--- src/rtl/sipq_pkg.sv ---
// ----------------------------------------------------------------------------
// Sorted insertion priority queue package
// Shared sizes, operation codes and status codes of the queue.
// ----------------------------------------------------------------------------
`default_nettype none

package sipq_pkg;

  localparam int Depth           = 16;
  localparam int DataWidth       = 32;
  localparam int AddrWidth       = $clog2(Depth);
  localparam int CountWidth      = $clog2(Depth + 1);
  localparam int EntryCountWidth = 5;

  typedef enum logic {
    OpPush = 1'b0,
    OpPop  = 1'b1
  } op_e;

  typedef enum logic [1:0] {
    StatusOk    = 2'd0,
    StatusEmpty = 2'd1,
    StatusFull  = 2'd2
  } status_e;

endpackage

`default_nettype wire

--- src/rtl/sipq_ram.sv ---
// ----------------------------------------------------------------------------
// Generic simple dual-port RAM
// One write port and one read port with registered read data.
// ----------------------------------------------------------------------------
`default_nettype none

module sipq_ram #(
  parameter int Width = 32,
  parameter int Depth = 16
) (
  input  wire logic                     clk_i,
  input  wire logic                     we_i,
  input  wire logic [$clog2(Depth)-1:0] waddr_i,
  input  wire logic [Width-1:0]         wdata_i,
  input  wire logic [$clog2(Depth)-1:0] raddr_i,
  output      logic [Width-1:0]         rdata_o
);

  logic [Width-1:0] mem_q [Depth];

  always_ff @(posedge clk_i) begin
    if (we_i) begin
      mem_q[waddr_i] <= wdata_i;
    end
    rdata_o <= mem_q[raddr_i];
  end

endmodule

`default_nettype wire

--- src/rtl/sorted_insert_priority_queue_unit.sv ---
// ----------------------------------------------------------------------------
// Sorted insertion priority queue
// Keeps signed values in ascending order in a RAM; a push inserts after equal
// values and a pop removes the smallest value.
// ----------------------------------------------------------------------------
//
//   Port group     Direction  Signals
//   input item     in         in_valid_i, in_ready_o, operation_i, value_i
//   result item    out        out_valid_o, out_ready_i, popped_value_o,
//                             status_o, entry_count_o
//
// A push into a non-empty store shifts each stored value greater than the new
// one up by one entry; into an empty store, the value is written directly.
// A pop shifts the remaining values down; refused operations do no RAM walk.
// One comparator and one RAM read port walk the store one entry per cycle.
// Reset empties the store at once; no clearing pass is needed.
// The input is not ready while an operation is in progress, and the result
// stage holds a result until the output transfer completes.
// ----------------------------------------------------------------------------
`default_nettype none

module sorted_insert_priority_queue_unit (
  input  wire logic                                    clk_i,
  input  wire logic                                    rst_ni,
  input  wire logic                                    in_valid_i,
  output      logic                                    in_ready_o,
  input  wire logic                                    operation_i,
  input  wire logic signed [sipq_pkg::DataWidth-1:0]   value_i,
  output      logic                                    out_valid_o,
  input  wire logic                                    out_ready_i,
  output      logic signed [sipq_pkg::DataWidth-1:0]   popped_value_o,
  output      logic [1:0]                              status_o,
  output      logic [sipq_pkg::EntryCountWidth-1:0]    entry_count_o
);

  typedef enum logic [5:0] {
    StIdle    = 6'b000001,
    StPushCmp = 6'b000010,
    StPushPut = 6'b000100,
    StPopHead = 6'b001000,
    StPopShft = 6'b010000,
    StResp    = 6'b100000
  } state_e;

  state_e state_q, state_d;

  logic [sipq_pkg::CountWidth-1:0] count_q, count_d;
  logic [sipq_pkg::AddrWidth-1:0]  idx_q, idx_d;
  logic [sipq_pkg::DataWidth-1:0]  val_q, val_d;
  logic [sipq_pkg::DataWidth-1:0]  res_popped_q, res_popped_d;
  sipq_pkg::status_e               res_status_q, res_status_d;

  logic                                 out_valid_q, out_valid_d;
  logic [sipq_pkg::DataWidth-1:0]       out_popped_q, out_popped_d;
  sipq_pkg::status_e                    out_status_q, out_status_d;
  logic [sipq_pkg::EntryCountWidth-1:0] out_count_q, out_count_d;

  logic                            ram_we;
  logic [sipq_pkg::AddrWidth-1:0]  ram_waddr;
  logic [sipq_pkg::DataWidth-1:0]  ram_wdata;
  logic [sipq_pkg::AddrWidth-1:0]  ram_raddr;
  logic [sipq_pkg::DataWidth-1:0]  ram_rdata;

  logic                            in_xfer;
  logic                            greater;
  logic                            out_free;
  logic [sipq_pkg::CountWidth-1:0] count_m1;

  sipq_ram #(
    .Width(sipq_pkg::DataWidth),
    .Depth(sipq_pkg::Depth)
  ) u_ram (
    .clk_i  (clk_i),
    .we_i   (ram_we),
    .waddr_i(ram_waddr),
    .wdata_i(ram_wdata),
    .raddr_i(ram_raddr),
    .rdata_o(ram_rdata)
  );

  assign in_ready_o = (state_q == StIdle);
  assign in_xfer    = in_valid_i && in_ready_o;
  assign out_free   = !out_valid_q || out_ready_i;
  assign count_m1   = count_q - 1'b1;
  assign greater    = $signed(ram_rdata) > $signed(val_q);

  always_comb begin
    state_d      = state_q;
    count_d      = count_q;
    idx_d        = idx_q;
    val_d        = val_q;
    res_popped_d = res_popped_q;
    res_status_d = res_status_q;
    out_valid_d  = out_valid_q;
    out_popped_d = out_popped_q;
    out_status_d = out_status_q;
    out_count_d  = out_count_q;
    ram_we       = 1'b0;
    ram_waddr    = idx_q;
    ram_wdata    = val_q;
    ram_raddr    = '0;

    if (out_valid_q && out_ready_i) begin
      out_valid_d = 1'b0;
    end

    case (state_q)
      StIdle: begin
        if (in_xfer) begin
          val_d        = value_i;
          res_popped_d = '0;
          res_status_d = sipq_pkg::StatusOk;
          if (operation_i == sipq_pkg::OpPush) begin
            if (count_q == sipq_pkg::CountWidth'(sipq_pkg::Depth)) begin
              res_status_d = sipq_pkg::StatusFull;
              state_d      = StResp;
            end else if (count_q == '0) begin
              ram_we    = 1'b1;
              ram_waddr = '0;
              ram_wdata = value_i;
              count_d   = count_q + 1'b1;
              state_d   = StResp;
            end else begin
              ram_raddr = sipq_pkg::AddrWidth'(count_m1);
              idx_d     = sipq_pkg::AddrWidth'(count_q);
              state_d   = StPushCmp;
            end
          end else begin
            if (count_q == '0) begin
              res_status_d = sipq_pkg::StatusEmpty;
              state_d      = StResp;
            end else begin
              ram_raddr = '0;
              state_d   = StPopHead;
            end
          end
        end
      end
      StPushCmp: begin
        ram_we    = 1'b1;
        ram_waddr = idx_q;
        if (greater) begin
          ram_wdata = ram_rdata;
          idx_d     = idx_q - 1'b1;
          ram_raddr = idx_q - 2'd2;
          if (idx_q == sipq_pkg::AddrWidth'(1)) begin
            state_d = StPushPut;
          end
        end else begin
          ram_wdata = val_q;
          count_d   = count_q + 1'b1;
          state_d   = StResp;
        end
      end
      StPushPut: begin
        ram_we    = 1'b1;
        ram_waddr = idx_q;
        ram_wdata = val_q;
        count_d   = count_q + 1'b1;
        state_d   = StResp;
      end
      StPopHead: begin
        res_popped_d = ram_rdata;
        if (count_q == sipq_pkg::CountWidth'(1)) begin
          count_d = '0;
          state_d = StResp;
        end else begin
          ram_raddr = sipq_pkg::AddrWidth'(1);
          idx_d     = sipq_pkg::AddrWidth'(1);
          state_d   = StPopShft;
        end
      end
      StPopShft: begin
        ram_we    = 1'b1;
        ram_waddr = idx_q - 1'b1;
        ram_wdata = ram_rdata;
        if (idx_q == sipq_pkg::AddrWidth'(count_m1)) begin
          count_d = count_m1;
          state_d = StResp;
        end else begin
          ram_raddr = idx_q + 1'b1;
          idx_d     = idx_q + 1'b1;
        end
      end
      StResp: begin
        if (out_free) begin
          out_valid_d  = 1'b1;
          out_popped_d = res_popped_q;
          out_status_d = res_status_q;
          out_count_d  = sipq_pkg::EntryCountWidth'(count_q);
          state_d      = StIdle;
        end
      end
      default: begin
        state_d = StIdle;
      end
    endcase
  end

  always_ff @(posedge clk_i or negedge rst_ni) begin
    if (!rst_ni) begin
      state_q     <= StIdle;
      count_q     <= '0;
      idx_q       <= '0;
      out_valid_q <= 1'b0;
    end else begin
      state_q     <= state_d;
      count_q     <= count_d;
      idx_q       <= idx_d;
      out_valid_q <= out_valid_d;
    end
  end

  always_ff @(posedge clk_i) begin
    val_q        <= val_d;
    res_popped_q <= res_popped_d;
    res_status_q <= res_status_d;
    out_popped_q <= out_popped_d;
    out_status_q <= out_status_d;
    out_count_q  <= out_count_d;
  end

  assign out_valid_o    = out_valid_q;
  assign popped_value_o = out_popped_q;
  assign status_o       = out_status_q;
  assign entry_count_o  = out_count_q;

  assert property (@(posedge clk_i) disable iff (!rst_ni)
    count_q <= sipq_pkg::CountWidth'(sipq_pkg::Depth))
    else $error("Entry count exceeds the store depth.");

  assert property (@(posedge clk_i) disable iff (!rst_ni)
    ram_we |-> (sipq_pkg::CountWidth'(ram_waddr) <= count_q))
    else $error("RAM write lands beyond the occupied entries.");

  assert property (@(posedge clk_i) disable iff (!rst_ni)
    in_xfer && (operation_i == sipq_pkg::OpPush) &&
    (count_q == sipq_pkg::CountWidth'(sipq_pkg::Depth))
    |=> (state_q == StResp) && (res_status_q == sipq_pkg::StatusFull) &&
        (count_q == sipq_pkg::CountWidth'(sipq_pkg::Depth)))
    else $error("Push into a full store was not refused.");

  assert property (@(posedge clk_i) disable iff (!rst_ni)
    (state_q == StResp) && out_free |=> out_valid_q && (state_q == StIdle))
    else $error("Finished result was not loaded into the output stage.");

  assert property (@(posedge clk_i) disable iff (!rst_ni)
    out_valid_o && (status_o == sipq_pkg::StatusEmpty)
    |-> (popped_value_o == '0) && (entry_count_o == '0))
    else $error("Refused pop reports a value or a nonzero count.");

endmodule

`default_nettype wire

--- config.mk ---
export PLATFORM = sky130hd
export DESIGN_NAME = sorted_insert_priority_queue_unit
export DESIGN_NICKNAME = d
export VERILOG_FILES = /design/src/rtl/sipq_pkg.sv /design/src/rtl/sipq_ram.sv /design/src/rtl/sorted_insert_priority_queue_unit.sv
export SDC_FILE = /design/constraint.sdc
export NUM_CORES = 1
export LEC_CHECK = 0
export BUFFER_PORTS_ARGS = -buffer_cell sky130_fd_sc_hd__buf_2
export CORE_MARGIN = 1.5
export CORE_UTILIZATION = 50
export CTS_BUF_LIST = sky130_fd_sc_hd__clkbuf_4 sky130_fd_sc_hd__clkbuf_8 sky130_fd_sc_hd__clkbuf_16
export CTS_CLUSTER_DIAMETER = 100
export DETAILED_ROUTE_END_ITERATION = 6
export PLACE_DENSITY = 0.64
export SLEW_MARGIN = 20
export SYNTH_ARGS = -nofsm -noshare
export SYNTH_HDL_FRONTEND = slang
export SYNTH_SLANG_ARGS = --single-unit
export TNS_END_PERCENT = 50
--- constraint.sdc ---
create_clock -name clk_i -period 6.1 [get_ports clk_i]
set_input_delay 0.61 -clock clk_i [delete_from_list [all_inputs] [get_ports clk_i]]
set_output_delay 0.61 -clock clk_i [all_outputs]
set_load 0.005 [all_outputs]
==> out/results.txt <==
Status -> finished clean
Final Util -> 57.0%
N_diodes -> 0
Sw Share -> 35.5%
Met1 Usage GRT -> 37.2%
Worst-path clk slew -> 0.07 ns
# fillers -> 4216
DIE HEIGHT -> 237 um
Slew Limit Fails -> 0
Initial antenna violation count -> 1
Drc violations -> 0
Final WS setup -> 1.58 ns
Fmax -> 221 MHz
Starting density of the core -> 50.8%
Layout cells sized above 1 -> 13.2%
DR WL/cell -> 26.4 um
Vias per cell -> 6.39
Die width -> 237 um
GRT met3 Usage -> 4.75%
Ranking of synthesized cells by area -> edfxtp_1 (67%), a21oi_1 (2.8%), nand2_1 (2.7%)
Clock Tree Buf Depth -> 3
Pwr Density -> 523 nW/um^2
Int Power -> 10.4 mW
Nets -> 2070
RSZ-0062 raised after global routing -> false
Flop pwr share -> 42.0%
Most used flip-flop cell after synthesis -> edfxtp_1
Async set or reset register ratio after synthesis -> 2.41%
CTS Buf Count -> 61
Data required, critical path -> 6.60 ns
Syn Area/Cell -> 14.0 sq um
Logic pwr share -> 33.1%
Pre-CTS setup slack -> 1.60 ns
Pleak -> 10.6 nW
Normalized max-slew margin -> 22.5%
Startpoint Class -> register
GPL Wtd Cong -> 0.879
Arrival @ worst endpoint -> 5.02 ns
Post_cts resized -> 0
First-pass GRT wire length -> 107000 um
Area grow syn2layout -> 12.1%
Synthesized cell area -> 27500 sq um
Placed cell area -> 28600 sq um
Fin crit share -> 74.1%
Clock Sinks -> 665
Final setup vio count -> 0
Synth top area share -> 67.5%
Port Buf Inserts -> 77
CTS tree -> built
All-layer global routing usage -> 25.6%
Htree depth -> 2
Net Sw Power -> 5.71 mW
Worst Tran Pin Value -> 1.16 ns
Ys Warns -> 0
Core area -> 54000 sq um
Most area-hungry cell type in the Yosys netlist -> edfxtp_1
Worst setup path class -> reg -> reg
#FFs+latches synth -> 665
GR Util met2 -> 39.6%
Total wire length -> 72300 um
Worst IR drop on VDD -> 0.276 mV
Pre-Repair DR Iteration Count -> 5
Syn_nets -> 2033
Cells after Synth -> 1955
Worst Hold Class -> in -> reg
Endpoints failing hold -> 0
Skew-Pair Late Insertion Delay -> 0.63 ns
Crit end category -> register
Pin count of the biggest net entering global routing -> 189
Setup TNS -> 0 ns
Number of max-cap violations -> 0
Clock Skews -> 0.0213 ns
Post-synth cell types -> 68
Area of the die -> 56300 sq um
FP Rows -> 85
Setup Fix Bufs, Post-CTS -> 0
Cts hold-fix bufs -> 1
I/O pin count -> 78
Total gr overflow -> 0
Clock power share -> 24.8%
GRT busiest layer -> met2
Final Instance Area -> 30800 sq um
DRT iter0 DRCs -> 2204
Crit-path max FO -> 67
HPWL Detailed -> 41000 um
Register area share after synthesis -> 71.3%
ANT nets after route -> 0
Tmin final -> 4.52 ns
Number of synthesized flops with an enable pin -> 617
Vias -> 17499
Root buf cell -> clkbuf_16
Vias in the first global route -> 16421
-- layout by cell type (no fill, tap or decap), types with 7 or more instances in the layout --
master | Yosys | final
edfxtp_1 | 617 | 617
nand2_1 | 200 | 199
a21oi_1 | 154 | 153
and3_1 | 102 | 99
buf_2 | 43 | 77
a211oi_1 | 67 | 67
a22oi_1 | 65 | 65
o32ai_1 | 63 | 63
a21boi_0 | 62 | 62
clkbuf_16 | 0 | 62
a221o_1 | 60 | 60
nor2_1 | 66 | 52
inv_1 | 44 | 44
ha_1 | 41 | 41
buf_4 | 0 | 38
and2_1 | 35 | 34
o22ai_1 | 34 | 34
dfxtp_1 | 32 | 32
o21ai_0 | 17 | 17
dfrtp_1 | 15 | 15
nor2_4 | 0 | 13
clkbuf_4 | 0 | 13
nand3_1 | 12 | 12
clkinv_2 | 0 | 12
mux2i_1 | 9 | 9
bufinv_16 | 0 | 9
clkinvlp_4 | 0 | 8
a21o_1 | 7 | 7
nor3_1 | 8 | 7
xnor2_1 | 7 | 7
-- per-stage QoR --
step / power, mW / hold WS, ns / std cells
after floorplan: 10.3 / 0.314 / 1955
after global placement: 12.0 / 0.401 / 2624
after detailed placement: 12.1 / 0.405 / 2624
after CTS: 16.1 / 0.150 / 2740
after global routing: 16.8 / 0.156 / 2740
final: 16.1 / 0.180 / 2740
-- critical path, cell delays in order (launching register included) --
cell and delay (ns):
edfxtp_1 0.36, inv_1 0.09, ha_1 0.26, a21oi_1 0.12, o21ai_0 0.26, a2111o_1 0.52
o22a_1 0.25, o21ai_4 0.67, nand2_4 0.23, buf_4 0.45, a211oi_1 0.42, a2111oi_0 0.13
or4_1 0.56
-- cell usage after synthesis (all sizes together), types with 3 or more instances --
master and number:
a211oi 69, a21boi 63, a21o 7, a21oi 154
a221o 60, a22oi 65, a311oi 4, a31oi 6
and2 35, and3 102, buf 47, clkbuf 100
dfrtp 15, dfxtp 32, edfxtp 617, ha 41
inv 44, mux2i 9, nand2 200, nand2b 5
nand3 14, nand4 7, nor2 67, nor2b 6
nor3 8, nor3b 3, nor4 6, o21a 3
o21ai 24, o22a 3, o22ai 34, o2bb2ai 3
o31ai 6, o32ai 63, xnor2 7
-- area by class of cell --
type | count | area (sq um) | share of cell area, %
inverters | 44 | 165 | 0.537
clock inverters | 38 | 447 | 1.45
clock buffers | 77 | 1680 | 5.45
well taps | 696 | 871 | 2.83
multi-input cells | 1099 | 7280 | 23.7
flip-flops and latches | 665 | 19600 | 63.6
repair buffers | 121 | 772 | 2.51
-- registers in the layout (all words and copies together), names as in the netlist, 2 cells and up --
register,cells
count_q,5
popped_value_o,32
u_ram.rdata_o,32
res_popped_q,32
res_status_q,2
val_q,32
entry_count_o,5
status_o,2
idx_q,4
state_q,6
u_ram.mem_q,512
-- power by group through the flow --
stage	logic, mW	clock network (mW)	registers (mW)
final	5.33	4.00	6.76
after global routing	5.79	4.22	6.80
after CTS	5.26	4.05	6.75
after detailed placement	5.24	0	6.84
after global placement	5.14	0	6.83
after floorplan	3.61	0	6.66
-- metal layers --
layer | vias up | share of wire (%)
met3 | 124 | 8.9
met4 | 2 | 2.6
met1 | 8787 | 43
met5 | - | 0.018
met2 | 876 | 46
li1 | 7710 | -
-- worst paths after layout --
path                                           end  cells after the start  slack [ns]        startpoint
worst max register to register   u_ram.rdata_o[30]                     12        1.58         val_q[19]
worst max-delay path             u_ram.rdata_o[30]                     12        1.58         val_q[19]
min in group asynchronous               count_q[1]                      2        0.45            rst_ni
max in group asynchronous               state_q[0]                      2        5.33            rst_ni
worst min-delay path                      val_q[4]                      1        0.18        value_i[4]
worst min register to register  popped_value_o[24]                      0        0.42  res_popped_q[24]
-- kinds of logic (layout without fill, tap and decap cells) --
kind of cell / Yosys count / in the layout / synth area share, %
buffers and inverters: 191 / 280 / 2.84
AND/OR/NAND/NOR: 461 / 461 / 8.28
adder cells (fa/ha/maj): 41 / 41 / 1.87
AO/OA/AOI/OAI: 578 / 578 / 15.0
flip-flops: 665 / 665 / 71.3
XOR/XNOR: 10 / 10 / 0.369
multiplexers: 9 / 9 / 0.328
Power figures use the tool's default switching activity.
